$ cat src/rtl/assert_macros.svh
// Assertion macros used by the sequencer RTL
`ifndef ASSERT_MACROS_SVH
`define ASSERT_MACROS_SVH

// clocked check, off while reset is high
`define ASSERT_CLK(lbl, prop, msg) \
  lbl: assert property (@(posedge clk) disable iff (rst) prop) else $error(msg);

// clocked check, also evaluated during reset
`define ASSERT_ALWAYS(lbl, prop, msg) \
  lbl: assert property (@(posedge clk) prop) else $error(msg);

`endif

$ cat src/rtl/gfts_pkg.sv
// Types, constants and the month-length table of the fix time sequencer
package gfts_pkg;

  localparam int YEAR_BASE      = 2020;
  localparam int YEAR_LAST      = 2199;
  localparam int CENTURY_COMMON = 2100;
  localparam int STAMP_W        = 33;
  localparam int CFG_W          = 8;
  localparam int APB_DATA_W     = 32;
  localparam int APB_ADDR_W     = 3;

  typedef enum logic [1:0] {
    ST_ACC  = 2'd0,
    ST_SKIP = 2'd1,
    ST_REJ  = 2'd2
  } status_t;

  localparam logic REG_GAP   = 1'b0;
  localparam logic REG_FLUSH = 1'b1;

  function automatic logic [4:0] month_len(input logic [3:0] m);
    logic [4:0] len;
    case (m)
      4'd1, 4'd3, 4'd5, 4'd7, 4'd8, 4'd10, 4'd12: len = 5'd31;
      4'd4, 4'd6, 4'd9, 4'd11:                   len = 5'd30;
      4'd2:                                       len = 5'd28;
      default:                                    len = 5'd0;
    endcase
    return len;
  endfunction

endpackage

$ cat src/rtl/gfts_fix_if.sv
// Request and result channel interfaces of the fix time sequencer
interface gfts_fix_if;
  logic        valid;
  logic        ready;
  logic [15:0] year;
  logic [7:0]  month;
  logic [7:0]  day;
  logic [7:0]  hour;
  logic [7:0]  minute;
  logic [7:0]  second;

  modport source (output valid, year, month, day, hour, minute, second, input ready);
  modport sink   (input valid, year, month, day, hour, minute, second, output ready);
endinterface

interface gfts_res_if;
  import gfts_pkg::*;
  logic                valid;
  logic                ready;
  status_t             status;
  logic [STAMP_W-1:0]  epoch_seconds;
  logic                new_segment;
  logic                flush_now;

  modport source (output valid, status, epoch_seconds, new_segment, flush_now,
                  input ready);
  modport sink   (input valid, status, epoch_seconds, new_segment, flush_now,
                  output ready);
endinterface

$ cat src/rtl/gnss_fix_time_sequencer.sv
// GNSS fix time sequencer: date check, epoch seconds, gap and flush flags
//
// Usage:
//   fix (sink): one UTC fix per request, taken when valid and ready are high.
//   res (source): one result per fix: status, epoch_seconds, new_segment,
//   flush_now, held in an output register until the receiver takes it.
//   APB port: gap_seconds at 0x0, flush_interval at 0x4, written at the
//   access phase; write only while no request is in flight.
// Steps: a fix that fails its field checks goes from S_CHECK straight to S_FIN.
//   Otherwise the day count is built by one shared 33-bit adder, one year or
//   one month per cycle, then the scaling to seconds is done as shift-and-add
//   steps on the same adder.
// Throughput: one request at a time; ready is high only while idle. A new
//   request is taken while an earlier result still waits in the output
//   register; the block holds at its last step until that register is free.
// Reset: synchronous, clears the held stamp, the flush count, the output
//   valid, and loads gap_seconds 5 and flush_interval 10.
module gnss_fix_time_sequencer (
  input  logic                          clk,
  input  logic                          rst,
  gfts_fix_if.sink                      fix,
  gfts_res_if.source                    res,
  input  logic                          psel,
  input  logic                          penable,
  input  logic                          pwrite,
  input  logic [gfts_pkg::APB_ADDR_W-1:0] paddr,
  input  logic [gfts_pkg::APB_DATA_W-1:0] pwdata,
  output logic [gfts_pkg::APB_DATA_W-1:0] prdata,
  output logic                          pready
);
  import gfts_pkg::*;

  `include "assert_macros.svh"

  typedef enum logic [3:0] {
    S_IDLE, S_CHECK, S_YEARS, S_MONTHS, S_DAYS,
    S_H1, S_H2, S_H3, S_S1, S_S2, S_S3, S_S4, S_MS, S_CMP, S_FIN
  } state_t;

  localparam logic [7:0] LEAP_SKIP_OFS = 8'(CENTURY_COMMON - YEAR_BASE);

  state_t             state;
  logic [CFG_W-1:0]   gap_seconds;
  logic [CFG_W-1:0]   flush_interval;
  logic [STAMP_W-1:0] last_stamp;
  logic [7:0]         points_since_flush;

  logic [15:0]        yr;
  logic [7:0]         mo, dy, hr, mi, se;
  logic [7:0]         yr_cnt;
  logic [3:0]         mo_cnt;
  logic [STAMP_W-1:0] acc;
  logic [20:0]        base;
  status_t            res_kind;
  logic               res_seg;

  logic [STAMP_W-1:0] opnd;
  logic               acc_clr;
  logic [STAMP_W-1:0] sum;
  logic [7:0]         yr_ofs;
  logic               fields_ok;
  logic               yr_leap;
  logic [4:0]         mlen;
  logic [14:0]        ms_part;
  logic [STAMP_W:0]   gap_limit;
  logic [8:0]         cnt_inc;
  logic               flush_hit;
  logic               out_free;
  logic               res_blank;
  logic               res_acc_held;

  // field checks, leap year, month length and minute-second part of the held request
  always_comb begin
    yr_ofs    = 8'(yr - 16'(YEAR_BASE));
    fields_ok = (yr >= 16'(YEAR_BASE)) && (yr <= 16'(YEAR_LAST)) &&
                (mo >= 8'd1) && (mo <= 8'd12) && (dy >= 8'd1) && (dy <= 8'd31) &&
                (hr < 8'd24) && (mi < 8'd60) && (se < 8'd60);
    yr_leap   = (yr[1:0] == 2'b00) && (yr != 16'(CENTURY_COMMON));
    mlen      = month_len(mo[3:0]) + 5'((mo == 8'd2) && yr_leap);
    ms_part   = 15'({mi, 6'b0}) - 15'({mi, 2'b0}) + 15'(se) + 15'd1;
  end

  // operand select for the shared adder
  always_comb begin
    acc_clr = 1'b0;
    opnd    = '0;
    case (state)
      S_YEARS:  opnd = ((yr_cnt[1:0] == 2'b00) && (yr_cnt != LEAP_SKIP_OFS)) ?
                       STAMP_W'(366) : STAMP_W'(365);
      S_MONTHS: opnd = STAMP_W'(month_len(mo_cnt)) +
                       STAMP_W'((mo_cnt == 4'd2) && yr_leap);
      S_DAYS:   opnd = STAMP_W'(dy) - STAMP_W'(1);
      S_H1: begin
        acc_clr = 1'b1;
        opnd    = STAMP_W'({base, 4'b0});
      end
      S_H2:     opnd = STAMP_W'({base, 3'b0});
      S_H3:     opnd = STAMP_W'(hr);
      S_S1: begin
        acc_clr = 1'b1;
        opnd    = STAMP_W'({base, 11'b0});
      end
      S_S2:     opnd = STAMP_W'({base, 10'b0});
      S_S3:     opnd = STAMP_W'({base, 9'b0});
      S_S4:     opnd = STAMP_W'({base, 4'b0});
      S_MS:     opnd = STAMP_W'(ms_part);
      default:  opnd = '0;
    endcase
    sum = (acc_clr ? '0 : acc) + opnd;
  end

  always_comb begin
    gap_limit    = {1'b0, last_stamp} + (STAMP_W+1)'(gap_seconds);
    cnt_inc      = {1'b0, points_since_flush} + 9'd1;
    flush_hit    = cnt_inc >= {1'b0, flush_interval};
    out_free     = !res.valid || res.ready;
    res_blank    = (res.epoch_seconds == '0) && !res.new_segment && !res.flush_now;
    res_acc_held = res.valid && (res.status == ST_ACC) && (res.epoch_seconds == last_stamp);
  end

  assign fix.ready = (state == S_IDLE);
  assign pready    = 1'b1;
  assign prdata    = paddr[2] ? APB_DATA_W'(flush_interval) : APB_DATA_W'(gap_seconds);

  always_ff @(posedge clk) begin
    if (rst) begin
      state              <= S_IDLE;
      gap_seconds        <= CFG_W'(5);
      flush_interval     <= CFG_W'(10);
      last_stamp         <= '0;
      points_since_flush <= '0;
      res.valid          <= 1'b0;
    end else begin
      if (psel && penable && pwrite) begin
        case (paddr[2])
          REG_GAP:   gap_seconds    <= pwdata[CFG_W-1:0];
          REG_FLUSH: flush_interval <= pwdata[CFG_W-1:0];
          default:   ;
        endcase
      end
      if (res.valid && res.ready && (state != S_FIN)) begin
        res.valid <= 1'b0;
      end
      case (state)
        S_IDLE: begin
          if (fix.valid) begin
            yr    <= fix.year;
            mo    <= fix.month;
            dy    <= fix.day;
            hr    <= fix.hour;
            mi    <= fix.minute;
            se    <= fix.second;
            state <= S_CHECK;
          end
        end
        S_CHECK: begin
          acc     <= '0;
          yr_cnt  <= '0;
          mo_cnt  <= 4'd1;
          res_seg <= 1'b0;
          if (!fields_ok) begin
            res_kind <= (last_stamp != '0) ? ST_REJ : ST_ACC;
            state    <= S_FIN;
          end else if (dy > 8'(mlen)) begin
            res_kind <= ST_REJ;
            state    <= S_FIN;
          end else begin
            state <= S_YEARS;
          end
        end
        S_YEARS: begin
          if (yr_cnt == yr_ofs) begin
            state <= S_MONTHS;
          end else begin
            acc    <= sum;
            yr_cnt <= yr_cnt + 8'd1;
          end
        end
        S_MONTHS: begin
          if (mo_cnt == mo[3:0]) begin
            state <= S_DAYS;
          end else begin
            acc    <= sum;
            mo_cnt <= mo_cnt + 4'd1;
          end
        end
        S_DAYS: begin
          base  <= sum[20:0];
          state <= S_H1;
        end
        S_H1: begin
          acc   <= sum;
          state <= S_H2;
        end
        S_H2: begin
          acc   <= sum;
          state <= S_H3;
        end
        S_H3: begin
          base  <= sum[20:0];
          state <= S_S1;
        end
        S_S1: begin
          acc   <= sum;
          state <= S_S2;
        end
        S_S2: begin
          acc   <= sum;
          state <= S_S3;
        end
        S_S3: begin
          acc   <= sum;
          state <= S_S4;
        end
        S_S4: begin
          acc   <= sum;
          state <= S_MS;
        end
        S_MS: begin
          acc   <= sum;
          state <= S_CMP;
        end
        S_CMP: begin
          if ((last_stamp != '0) && (acc <= last_stamp)) begin
            res_kind <= ST_SKIP;
          end else begin
            res_kind <= ST_ACC;
            res_seg  <= (last_stamp != '0) && ({1'b0, acc} > gap_limit);
          end
          state <= S_FIN;
        end
        S_FIN: begin
          if (out_free) begin
            res.valid         <= 1'b1;
            res.status        <= res_kind;
            res.epoch_seconds <= (res_kind == ST_REJ) ? '0 : acc;
            res.new_segment   <= (res_kind == ST_ACC) && res_seg;
            res.flush_now     <= (res_kind == ST_ACC) && flush_hit;
            if (res_kind == ST_ACC) begin
              last_stamp         <= acc;
              points_since_flush <= flush_hit ? '0 : cnt_inc[7:0];
            end
            state <= S_IDLE;
          end
        end
        default: state <= S_IDLE;
      endcase
    end
  end

  `ASSERT_CLK(a_rej_clean, res.valid && (res.status == ST_REJ) |-> res_blank, "reject with data")
  `ASSERT_CLK(a_stamp_mono, 1'b1 |=> (last_stamp >= $past(last_stamp)), "held stamp went backward")
  `ASSERT_CLK(a_stamp_seen, !$stable(last_stamp) |-> res_acc_held, "held stamp changed unreported")
  `ASSERT_CLK(a_year_bound, (state == S_YEARS) |-> (yr_cnt <= yr_ofs), "year counter overrun")

endmodule
$ cat src/flat_wrapper.sv
// flat-port wrapper written by rule: the top's interface ports become plain ports
module gnss_fix_time_sequencer_flat import gfts_pkg::*;
  (clk, rst, psel, penable, pwrite, paddr, pwdata, prdata, pready, fix_valid, fix_year, fix_month, fix_day, fix_hour, fix_minute, fix_second, fix_ready, res_valid, res_status, res_epoch_seconds, res_new_segment, res_flush_now, res_ready);
  gfts_fix_if fix_i ();
  gfts_res_if res_i ();
  input  logic clk;
  input  logic rst;
  input  logic psel;
  input  logic penable;
  input  logic pwrite;
  input  logic [gfts_pkg::APB_ADDR_W-1:0] paddr;
  input  logic [gfts_pkg::APB_DATA_W-1:0] pwdata;
  output logic [gfts_pkg::APB_DATA_W-1:0] prdata;
  output logic pready;
  input wire logic [$bits(fix_i.valid)-1:0] fix_valid;
  input wire logic [$bits(fix_i.year)-1:0] fix_year;
  input wire logic [$bits(fix_i.month)-1:0] fix_month;
  input wire logic [$bits(fix_i.day)-1:0] fix_day;
  input wire logic [$bits(fix_i.hour)-1:0] fix_hour;
  input wire logic [$bits(fix_i.minute)-1:0] fix_minute;
  input wire logic [$bits(fix_i.second)-1:0] fix_second;
  output wire logic [$bits(fix_i.ready)-1:0] fix_ready;
  output wire logic [$bits(res_i.valid)-1:0] res_valid;
  output wire logic [$bits(res_i.status)-1:0] res_status;
  output wire logic [$bits(res_i.epoch_seconds)-1:0] res_epoch_seconds;
  output wire logic [$bits(res_i.new_segment)-1:0] res_new_segment;
  output wire logic [$bits(res_i.flush_now)-1:0] res_flush_now;
  input wire logic [$bits(res_i.ready)-1:0] res_ready;
  assign fix_i.valid = fix_valid;
  assign fix_i.year = fix_year;
  assign fix_i.month = fix_month;
  assign fix_i.day = fix_day;
  assign fix_i.hour = fix_hour;
  assign fix_i.minute = fix_minute;
  assign fix_i.second = fix_second;
  assign fix_ready = fix_i.ready;
  assign res_valid = res_i.valid;
  assign res_status = res_i.status;
  assign res_epoch_seconds = res_i.epoch_seconds;
  assign res_new_segment = res_i.new_segment;
  assign res_flush_now = res_i.flush_now;
  assign res_i.ready = res_ready;
  gnss_fix_time_sequencer u_core (.clk(clk), .rst(rst), .fix(fix_i), .res(res_i), .psel(psel), .penable(penable), .pwrite(pwrite), .paddr(paddr), .pwdata(pwdata), .prdata(prdata), .pready(pready));
endmodule
$ cat config.mk
export PLATFORM = sky130hd
export DESIGN_NAME = gnss_fix_time_sequencer_flat
export DESIGN_NICKNAME = d
export VERILOG_FILES = /design/src/rtl/gfts_pkg.sv /design/src/rtl/gfts_fix_if.sv /design/src/rtl/gnss_fix_time_sequencer.sv /design/src/flat_wrapper.sv
export VERILOG_INCLUDE_DIRS = /design/src /design/src/rtl
export SDC_FILE = /design/constraint.sdc
export NUM_CORES = 1
export LEC_CHECK = 0
export ABC_CLOCK_PERIOD_IN_PS = 10800
export BUFFER_PORTS_ARGS = -buffer_cell sky130_fd_sc_hd__buf_4
export CAP_MARGIN = 20
export CORE_ASPECT_RATIO = 0.6
export CORE_MARGIN = 4
export CORE_UTILIZATION = 65
export DETAILED_ROUTE_END_ITERATION = 12
export MAX_ROUTING_LAYER = met4
export PLACE_DENSITY = 0.91
export SLEW_MARGIN = 15
export SYNTH_ARGS = -nofsm -noshare
export SYNTH_HDL_FRONTEND = slang
export SYNTH_SLANG_ARGS = --single-unit
export TNS_END_PERCENT = 5
$ cat constraint.sdc
create_clock -name clk -period 10.8 [get_ports clk]
set_input_delay 0.54 -clock clk [delete_from_list [all_inputs] [get_ports clk]]
set_output_delay 0.54 -clock clk [all_outputs]
set_load 0.01 [all_outputs]
# Yosys cells after proc, flatten, opt, wreduce, memory -nomap -nowiden
# Memory sizes are Yosys's and may differ from the RTL's. A register that Yosys moved wholly into a read port is not among the register bits.
# Index checks and enable logic that the tools add are counted.
[totals]
ff_bits = 224
rom_bits = 160
input_bits = 98
output_inout_bits = 72
elab_cells = 161
memories = 2
[memory_table]
columns = ["memory", "words", "width", "rd", "rd_ports_with_merged_regs", "write_ports", "line_no", "rtl"]
rows = [
  ["(name not given)", 16, 5, 1, 1, 0, "gfts_pkg.sv:23", "case (m)"],
  ["(name not given)", 16, 5, 1, 1, 0, "gfts_pkg.sv:23", ""],
]
[op_classes]
addsub = 12
magnitude_cmp = 13
eq_ne = 30
muxes = 33
bitwise_logic = 2
n_reduce_logical = 47
[op_table]
columns = ["cell", "n"]
rows = [
  ["$pmux W33 S10", 1],
  ["$pmux W33 S4", 1],
  ["$mux W33", 3],
  ["$pmux W4 S15", 1],
  ["$mux W4", 9],
  ["$add A33 B8 Y34", 1],
  ["$gt A33 B34 Y1", 1],
  ["$add A33 B33 Y33", 1],
  ["$le A33 B33 Y1", 1],
  ["$reduce_bool A33 Y1", 1],
  ["$eq A4 B4 Y1 const B", 7],
  ["$mux W8", 3],
  ["$reduce_and A3 Y1", 7],
  ["$logic_and A1 B1 Y1", 20],
  ["$eq A4 B3 Y1 const B", 4],
  ["$ge A16 B11 Y1 const B", 1],
  ["$ge A8 B1 Y1 const B", 2],
  ["$le A16 B12 Y1 const B", 1],
  ["$lt A8 B6 Y1 const B", 2],
  ["$ne A16 B12 Y1 const B", 1],
  ["$pmux W8 S2", 1],
  ["$add A15 B1 Y15 const B", 1],
  ["$add A15 B8 Y15", 1],
  ["$sub A14 B10 Y15", 1],
  ["40 further kinds", 65],
]

# Depth between registers and ports, before layout
# Gate-level depths: netlist (run 1).
[depth]
ltp_word = 11
mapped_depth = 23

# Worst setup path before layout (run 1)
# Ideal clock, no wire load.
[synth_path]
kind = "flip-flop to flip-flop"
start = "register u_core.mi[5]"
end = "register u_core.acc[31], data pin"
setup_time_ns = 0.266
t_arrival_ns = 4.175
required_time_ns = 10.534
slack_ns = 6.359
stages_incl_launch_ff = 21
path_buffers = 0
period_less_slack_ns = 4.441
path_cell_list = "edfxtp_1 -> fa_1 -> inv_1 -> ha_1 -> and3_1 -> a21oi_1 -> a31oi_1 -> a21oi_1 -> o21ai_0 -> o31ai_1 -> a221o_1 -> ha_1 -> and3_1 -> nor2b_1 -> o2111ai_2 -> a211oi_4 -> o211ai_4 -> a31oi_4 -> a311oi_2 -> xor2_1 -> nor2_1"
[synth_via]
elab_chain_len = 7
elab_cells_between_ends = 8
cone_classes = "add/sub: 4; mux: 4"
[synth_rtl]
columns = ["item", "line_no", "rtl"]
rows = [
  ["from (decl)", "gnss_fix_time_sequencer.sv:49", "logic [7:0] mo, dy, hr, mi, se;"],
  ["from (signal assigned)", "gnss_fix_time_sequencer.sv:151", "mi <= fix.minute;"],
  ["$sub A14 B10 Y15 *", "gnss_fix_time_sequencer.sv:80", "ms_part = 15'({mi, 6'b0}) - 15'({mi, 2'b0}) + 15'(se) + 15'd1;"],
  ["$add A15 B8 Y15 *", "gnss_fix_time_sequencer.sv:80", ""],
  ["$add A15 B1 Y15 *", "gnss_fix_time_sequencer.sv:80", ""],
  ["$pmux W33 S10 *", "gnss_fix_time_sequencer.sv:87", "case (state)"],
  ["$add A33 B33 Y33 *", "gnss_fix_time_sequencer.sv:109", "sum = (acc_clr ? '0 : acc) + opnd;"],
  ["$mux W33 (on tied branches)", "gnss_fix_time_sequencer.sv:180, gnss_fix_time_sequencer.sv:172", ""],
  ["$pmux W33 S4 *", "gnss_fix_time_sequencer.sv:144", "case (state)"],
  ["to (signal assigned)", "gnss_fix_time_sequencer.sv:175", "acc <= sum;"],
  ["to (signal assigned)", "gnss_fix_time_sequencer.sv:183", "acc <= sum;"],
  ["to (signal assigned)", "gnss_fix_time_sequencer.sv:192", "acc <= sum;"],
  ["to (decl)", "gnss_fix_time_sequencer.sv:52", "logic [STAMP_W-1:0] acc;"],
]
# Mark *: on every way between the ends. The rest lies on a longest branch, timed or not. The select of a mux whose other input is x is not followed.
# A chain may end at the register's enable or synchronous reset.

# Worst setup path in the final report (run 1)
[layout_path]
start = "register u_core.yr[2]"
end = "register u_core.acc[30], data pin"
[layout_via]
elab_chain_len = 8
elab_cells_between_ends = 9
cone_classes = "add/sub: 2; eq/ne: 1; mux: 4; reduce/logical: 2"
[layout_rtl]
columns = ["item", "line_no", "rtl"]
rows = [
  ["from (decl)", "gnss_fix_time_sequencer.sv:48", "logic [15:0] yr;"],
  ["from (signal assigned)", "gnss_fix_time_sequencer.sv:147", "yr <= fix.year;"],
  ["$ne A16 B12 Y1 *", "gnss_fix_time_sequencer.sv:78", "yr_leap = (yr[1:0] == 2'b00) && (yr != 16'(CENTURY_COMMON));"],
  ["$logic_and A1 B1 Y1 *", "gnss_fix_time_sequencer.sv:78", ""],
  ["$logic_and A1 B1 Y1 *", "gnss_fix_time_sequencer.sv:91", "STAMP_W'((mo_cnt == 4'd2) && yr_leap);"],
  ["$add A5 B1 Y6 *", "gnss_fix_time_sequencer.sv:90", "S_MONTHS: opnd = STAMP_W'(month_len(mo_cnt)) +"],
  ["$pmux W33 S10 *", "gnss_fix_time_sequencer.sv:87", ""],
  ["$add A33 B33 Y33 *", "gnss_fix_time_sequencer.sv:109", ""],
  ["$mux W33 (on tied branches)", "gnss_fix_time_sequencer.sv:180, gnss_fix_time_sequencer.sv:172", ""],
  ["$pmux W33 S4 *", "gnss_fix_time_sequencer.sv:144", ""],
]
# Marks and branches as above.

==> results of run 1 <==
==> worst register-to-register path, cell delays in order (launching register included) <==
cell and delay, ns:
edfxtp_1 0.46, ha_1 0.27, nand4_1 0.08, o21ai_0 0.17
nor4b_1 0.63, ha_1 0.33, ha_1 0.17, inv_1 0.04
ha_1 0.18, a222oi_1 0.32, o21ai_0 0.14, a21oi_1 0.11
o21ai_0 0.14, ha_1 0.36, o21a_1 0.13, o31a_1 0.14
o41a_1 0.38, nor2_2 0.17, o221ai_2 0.19, a31o_2 0.29
a31oi_1 0.30, xor2_1 0.19, nor2_1 0.06
==> worst max path at each step <==
stage                                    to  slack, ns
6_report       u_core.acc[30]$_SDFFCE_PN0P_       5.31
3_5_place_dp   u_core.acc[30]$_SDFFCE_PN0P_       5.59
3_3_place_gp   u_core.acc[30]$_SDFFCE_PN0P_       5.58
2_1_floorplan  u_core.acc[31]$_SDFFCE_PN0P_       6.36
5_1_grt        u_core.acc[30]$_SDFFCE_PN0P_       5.02
4_1_cts        u_core.acc[30]$_SDFFCE_PN0P_       5.53
==> final cells by class <==
cell class | count | area (sq um) | share of cell area (%)
inverter | 95 | 357 | 2.05
clock buffer | 30 | 612 | 3.51
timing repair buffer | 132 | 1020 | 5.83
sequential | 230 | 6230 | 35.7
tap | 315 | 394 | 2.26
clock inverter | 9 | 97.6 | 0.560
multi-input combinational | 1256 | 8720 | 50.1
==> placed cells by master (no fill, tap or decap), types with 68 or more instances in the layout <==
master	count
nor2_1	95
a21oi_1	124
ha_1	156
inv_1	93
dfxtp_1	68
edfxtp_1	162
nor2b_1	72
nand2_1	164
xnor2_1	68
buf_4	130
==> cell usage after synthesis (36+ instances only) <==
| master | n | share of area, % |
|---|---|---|
| a21o_1 | 37 | 1.8 |
| a21oi_1 | 124 | 4.0 |
| and2_1 | 40 | 1.6 |
| clkbuf_1 | 42 | 1.0 |
| dfxtp_1 | 68 | 8.8 |
| edfxtp_1 | 162 | 31 |
| ha_1 | 156 | 13 |
| inv_1 | 94 | 2.3 |
| nand2_1 | 164 | 4.0 |
| nand3_1 | 36 | 1.2 |
| nand4_1 | 43 | 1.7 |
| nor2_1 | 97 | 2.3 |
| nor2b_1 | 72 | 2.9 |
| nor3_1 | 39 | 1.3 |
| o21ai_0 | 43 | 1.4 |
| xnor2_1 | 68 | 3.8 |
==> cell families (layout without fill, tap and decap cells) <==
| kind of cell | Yosys count | in the layout |
|---|---|---|
| simple gates | 581 | 581 |
| mux | 24 | 24 |
| flops | 230 | 230 |
| fa+ha+maj | 160 | 160 |
| other cells | 2 | 25 |
| compound gates | 367 | 367 |
| buf+inv | 171 | 266 |
| xor+xnor | 99 | 99 |
==> routing by layer <==
metal / vias to the layer above / GRT usage (%) / wire length (microns)
li1: 6117 / - / -
met1: 6308 / 46.1 / 18000
met2: 840 / 45.6 / 17700
met3: 82 / 6.63 / 5400
met4: 0 / 6.10 / 741
met5: - / - / 0
==> flip-flops by register name, indices dropped and copies added (netlist names), named ones only <==
signal                     cells
u_core.res_kind                2
u_core.state                   4
u_core.gap_seconds             8
u_core.base                   21
u_core.yr_cnt                  8
u_core.hr                      8
u_core.acc                    33
u_core.mo                      8
u_core.res.flush_now           1
u_core.res_seg                 1
u_core.last_stamp             33
u_core.mi                      8
u_core.dy                      8
u_core.se                      8
u_core.res.status              2
u_core.mo_cnt                  4
u_core.points_since_flush      8
u_core.flush_interval          8
u_core.yr                     16
u_core.res.epoch_seconds      33
u_core.res.new_segment         1
u_core.res.valid               1
==> metrics by stage <==
stage	cell area, sq um	setup WS (ns)
after global placement	16700	5.58
after global routing	17400	5.02
after CTS	17400	5.53
final	17400	5.31
after detailed placement	16700	5.59
after floorplan	15600	6.36
==> power breakdown <==
part           total [mW]  leakage (nW)  internal, mW  switching, mW
clock               0.777         0.341         0.445          0.332
combinational        2.02          4.45         0.830           1.19
sequential           1.54          2.05          1.24          0.300
==> results.sh, run 1 <==
export IMPL_clk_path_buf_depth=3
export IMPL_vias_per_cell=6.46
export IMPL_dp_cells=2025
export IMPL_first_pass_iters=8
export IMPL_tns_ns=0
export IMPL_fp_row_count=43
export IMPL_grt_pass1_wl_mm=66.0
export IMPL_rsz0062_at_grt="no"
export IMPL_arrival_ns=5.75
export IMPL_insertion_delay_ns=0.52
export IMPL_powerDensity_mw_per_mm2=249
export IMPL_grt_max_degree=69
export IMPL_critPathTopFamily="compound AO/OA/AOI/OAI gates"
export IMPL_place_hpwl_mm=31.0
export IMPL_overflow=0
export IMPL_cap_violations=0
export IMPL_period_share_pct=50.9
export IMPL_antenna_found_initial=1
export IMPL_grt_pass1_vias=12550
export IMPL_layout_min_cycle_time_ns=5.49
export IMPL_fin_worst_skew_ns=0.0125
export IMPL_synthMuxAreaShare_pct=1.62
export IMPL_fp_coreArea_sq_mm=0.0233
export IMPL_die_y_microns=128
export IMPL_holdPathStages=1
export IMPL_cts_tree="yes"
export IMPL_synth_compound_area_share_pct=15.9
export IMPL_setup_worst_path_end_class="register"
export IMPL_port_buffers=118
export IMPL_synth_top_family_by_area="simple AND/OR/NAND/NOR gates"
export IMPL_cts_htree_levels=1
export IMPL_routedWlPerCell_microns=20.2
export IMPL_hold_start="fix_second[1]"
export IMPL_cp_depth=22
export IMPL_synth_cell_area_sq_mm=0.0156
export IMPL_cts_made_buffers=22
export IMPL_fmax_ghz=0.182
export IMPL_p_leak_nw=6.84
export IMPL_ys_warn_count=0
export IMPL_synth_fa_ha_area_share_pct=13.1
export IMPL_r2r_start="u_core.yr[2]$_DFFE_PP_"
export IMPL_gr_usage_all_layers_pct=31.4
export IMPL_slew_violations=0
export IMPL_drc=0
export IMPL_synth_distinct_cells=82
export IMPL_finalWirelength_mm=41.8
export IMPL_die_area_sq_mm=0.0266
export IMPL_cts_resized=0
export IMPL_crit_chain="ha_1 > nand4_1 > o21ai_0 > nor4b_1 > ha_1 > ha_1 > inv_1 > ha_1 > a222oi_1 > o21ai_0 > a21oi_1 > o21ai_0 > ha_1 > o21a_1 > o31a_1 > o41a_1 > nor2_2 > o221ai_2 > a31o_2 > a31oi_1 > xor2_1 > nor2_1"
export IMPL_async_flop_share_pct=0
export IMPL_gp_congestion=0.958
export IMPL_cts_sinks=230
export IMPL_io_pins=170
export IMPL_yosysSeqAreaShare_pct=40.0
export IMPL_drive_gt1_share_pct=11.8
export IMPL_synth_simple_gate_area_share_pct=19.0
export IMPL_dieWidth_microns=208
export IMPL_crit_buf_inv=1
export IMPL_ir_worst_vdd_uv=158
export IMPL_timing_rr_end="u_core.acc[30]$_SDFFCE_PN0P_"
export IMPL_final_util_pct=74.8
export IMPL_worst_slew_pin_slew_ns=1.02
export IMPL_rr_worst_depth=22
export IMPL_synthCells=1634
export IMPL_holdWs_ns=0.191
export IMPL_crit_top_cell="ha_1"
export IMPL_final_nets=1995
export IMPL_synth_edf_count=162
export IMPL_syn_to_final_growth_pct=12.0
export IMPL_power_mw=4.34
export IMPL_clk_pin_slew_ns=0.06
export IMPL_slowest_stage="nor4b_1"
export IMPL_num_fill_cells=1602
export IMPL_clockRootBuffer="clkbuf_16"
export IMPL_crit_path_start_kind="register"
export IMPL_syn_avg_cell_area_sq_um=9.52
export IMPL_cpPeakStageDelay_ns=0.63
export IMPL_hold_violations=0
export IMPL_status="complete, no violations"
export IMPL_max_slew_margin_rel_pct=31.2
export IMPL_ys_ff_latch=230
export IMPL_min_to="u_core.se[1]$_DFFE_PP_"
export IMPL_required_ns=11.06
export IMPL_drtIter0Drc=1590
export IMPL_min_path_type="input port to register"
export IMPL_synthXorXnorAreaFrac_pct=5.57
export IMPL_antennaDiodeCount=0
export IMPL_post_cts_repair_setup_buffers=0
export IMPL_crit_fanout=4
export IMPL_drtAntennaViolNets=0
export IMPL_via_count=13347
export IMPL_ctsHoldBuffers=0
export IMPL_setup_viol=0
export IMPL_fin_cells=2067
export IMPL_start_util_pct=66.8
export IMPL_path_class="register to register"
export IMPL_startpoint="u_core.yr[2]$_DFFE_PP_"
export IMPL_r2r_setup_slack_ns=5.31
export IMPL_synth_ff_type="edfxtp_1"
No activity file was read; power rests on OpenSTA's default activity.
==> inputs of run 2 (changes only) <==
ABC_AREA = 1   (was default)
ABC_CLOCK_PERIOD_IN_PS = 4600   (was 10800)
CORE_UTILIZATION = 55   (was 65)
PLACE_DENSITY = 0.82   (was 0.91)
clock period = 4.6 ns   (was 10.8 ns; I/O delays follow)
==> results.sh, run 2 <==
export IMPL_drc=0
export IMPL_num_fill_cells=2298
export IMPL_top_regs="u_core.acc (33), u_core.last_stamp (33), u_core.res.epoch_seconds (33)"
export IMPL_cts_tree="yes"
export IMPL_slowest_stage="edfxtp_1"
export IMPL_tns_ns=0
export IMPL_final_common_cell="nand2_1"
export IMPL_crit_fanout=4
export IMPL_grt_pass1_wl_mm=78.3
export IMPL_vias_per_cell=5.85
export IMPL_pre_cts_slack_ns=0.216
export IMPL_ys_ff_latch=230
export IMPL_synth_edf_count=162
export IMPL_dieWidth_microns=229
export IMPL_clk_path_buf_depth=3
export IMPL_holdWs_ns=0.0269
export IMPL_yosysTopAreaCell="edfxtp_1"
export IMPL_cts_htree_levels=1
export IMPL_final_nets=2469
export IMPL_place_hpwl_mm=37.7
export IMPL_fp_coreArea_sq_mm=0.0288
export IMPL_crit_chain="ha_1 > ha_1 > nand2_1 > nand2_1 > nand2_1 > nand2_1 > nand2_1 > nand2_1 > a21oi_1 > o21ai_0 > a21o_1 > nand2_1 > nand2_1 > o21ai_0 > ha_1 > nand2_1 > o21ai_0 > a21oi_2 > nand2_2 > xnor2_1 > inv_1"
export IMPL_powerDensity_mw_per_mm2=548
export IMPL_crit_path_start_kind="register"
export IMPL_power_mw=10.3
export IMPL_die_area_sq_mm=0.0321
export IMPL_ir_worst_vdd_uv=364
export IMPL_layout_min_cycle_time_ns=4.35
export IMPL_ys_warn_count=0
export IMPL_clk_pin_slew_ns=0.07
export IMPL_finalWirelength_mm=49.7
export IMPL_seq_area_sq_mm=0.00623
export IMPL_antenna_found_initial=2
export IMPL_period_share_pct=94.6
export IMPL_post_cts_repair_setup_buffers=0
export IMPL_wl_met1_mm=22.6
export IMPL_routedWlPerCell_microns=19.1
export IMPL_crit_top_cell="nand2_1"
export IMPL_arrival_ns=4.63
export IMPL_setup_viol=0
export IMPL_top_layer="met4"
export IMPL_mostFrequentLayoutCells="300 x nand2_1, 299 x inv_1, 260 x nor2_1"
export IMPL_drtAntennaViolNets=0
export IMPL_slew_violations=0
export IMPL_cap_violations=0
export IMPL_min_path_type="input port to register"
export IMPL_drive_gt1_share_pct=10.8
export IMPL_fp_row_count=48
export IMPL_clockRootBuffer="clkbuf_16"
export IMPL_rsz0062_at_grt="yes"
export IMPL_grt_pass1_vias=14466
export IMPL_dr_wl_met3_mm=5.68
export IMPL_rr_worst_depth=21
export IMPL_required_ns=4.88
export IMPL_cts_made_buffers=24
export IMPL_gr_usage_all_layers_pct=31.1
export IMPL_fin_worst_skew_ns=0.0123
export IMPL_synthCells=2012
export IMPL_startpoint="u_core.se[3]$_DFFE_PP_"
export IMPL_p_leak_nw=8.32
export IMPL_async_flop_share_pct=0
export IMPL_via_count=15241
export IMPL_synth_distinct_cells=61
export IMPL_r2r_setup_slack_ns=0.25
export IMPL_r2r_start="u_core.se[3]$_DFFE_PP_"
export IMPL_cts_sinks=230
export IMPL_grt_max_degree=54
export IMPL_path_class="register to register"
export IMPL_synthTopCellsByArea="edfxtp_1 30%, ha_1 12%, dfxtp_1 8.5%"
export IMPL_max_slew_margin_rel_pct=31.0
export IMPL_insertion_delay_ns=0.55
export IMPL_io_pins=170
export IMPL_overflow=0
export IMPL_timing_rr_end="u_core.base[16]$_DFFE_PP_"
export IMPL_status="complete, no violations"
export IMPL_fin_ws_ns=0.250
export IMPL_route_met2_wl_mm=20.4
export IMPL_syn_avg_cell_area_sq_um=7.99
export IMPL_syn_to_final_growth_pct=17.4
export IMPL_die_y_microns=140
export IMPL_first_pass_iters=8
export IMPL_yosysSeqAreaShare_pct=38.7
export IMPL_synth_top_cells_by_count="300 x inv_1, 300 x nand2_1, 263 x nor2_1"
export IMPL_drtIter0Drc=1969
export IMPL_fmax_ghz=0.230
export IMPL_worstSetupEndpoint="u_core.base[16]$_DFFE_PP_"
export IMPL_final_util_pct=65.6
export IMPL_synth_top_cell_area_share_pct=30.3
export IMPL_worst_slew_pin_slew_ns=1.03
export IMPL_setup_worst_path_end_class="register"
export IMPL_start_util_pct=55.9
export IMPL_hold_violations=0
export IMPL_synth_ff_type="edfxtp_1"
export IMPL_cpPeakStageDelay_ns=0.41
export IMPL_multi_input_area_sq_mm=0.00851
export IMPL_port_buffers=118
export IMPL_synth_cell_area_sq_mm=0.0161
export IMPL_gp_congestion=1.04
==> run 2: cell types whose count changed after synthesis, sizes merged, moves of 48 or more <==
cell   change
a21oi     +61
inv      +215
nand2    +142
nor2     +176
nor2b     -72
o21ai     +83
xnor2     -48
==> run 2: cells by family (layout without fill, tap and decap cells) <==
family                     count (synthesis)  count (layout)  synth area share [%]
xor gates and xnor gates                  71              71                  3.87
and+or+nand+nor                          771             771                  20.8
buffers and inverters                    366             560                  9.31
other                                      2              26                0.0467
DFF                                      230             230                  38.7
adders and majority gates                160             160                  12.6
AOI/OAI and AO/OA                        412             412                  14.6
==> run 2: worst min path at each step <==
stage / start / to / slack (ns) / depth (start not counted)
final: rst / u_core.state[2]$_SDFFE_PP0P_ / 0.03 / 2
after detailed placement: fix_minute[2] / u_core.mi[2]$_DFFE_PP_ / 0.41 / 1
after global routing: rst / u_core.points_since_flush[2]$_SDFFE_PP0P_ / 0.03 / 2
after CTS: rst / u_core.points_since_flush[5]$_SDFFE_PP0P_ / 0.01 / 2
after global placement: fix_year[3] / u_core.yr[3]$_DFFE_PP_ / 0.41 / 1
after floorplan: fix_day[0] / u_core.dy[0]$_DFFE_PP_ / 0.33 / 0
==> run 2: metrics by stage <==
step                      area [sq um]  cells
after floorplan                  16200   2035
after CTS                        18800   2603
final                            18900   2605
after global routing             18900   2605
after detailed placement         17400   2495
after global placement           17400   2495
==> run 2: layout make-up <==
class / count / share of cell area, %
antenna: 1 / 0.0133
clock buffer: 32 / 3.45
clock inverter: 12 / 0.709
inverter: 309 / 6.14
multi-input combinational: 1439 / 45.1
sequential: 230 / 33.0
tap: 375 / 2.49
timing repair buffer: 207 / 9.15
==> run 2: metal layers <==
metal	GRT usage, %	vias to the layer above
met5	-	-
met4	5.99	0
met3	6.97	92
met2	44.1	885
met1	45.7	7047
li1	-	7217
==> run 2: where the power goes <==
group	leakage (nW)	switching, mW	internal (mW)
clock network	0.370	0.876	1.12
registers	2.05	0.380	2.84
logic	5.90	3.46	1.66
total	8.32	4.72	5.62
==> run 2: critical path, delay by kind of cell, from the launching register on <==
kind | cells | cell delay [ns]
DFF | 1 | 0.41
and+or+nand+nor | 10 | 0.84
adders and majority gates | 3 | 0.98
xor gates and xnor gates | 1 | 0.41
buffers and inverters | 1 | 0.12
AOI/OAI and AO/OA | 6 | 1.31
==> run 2: timing repair <==
action / 4_1_cts / 5_1_grt
hold buffers: 64 / 0
endpoints found under the setup margin: 0 / 18
resized for setup: 0 / 13
endpoints found under the hold margin: 71 / 0
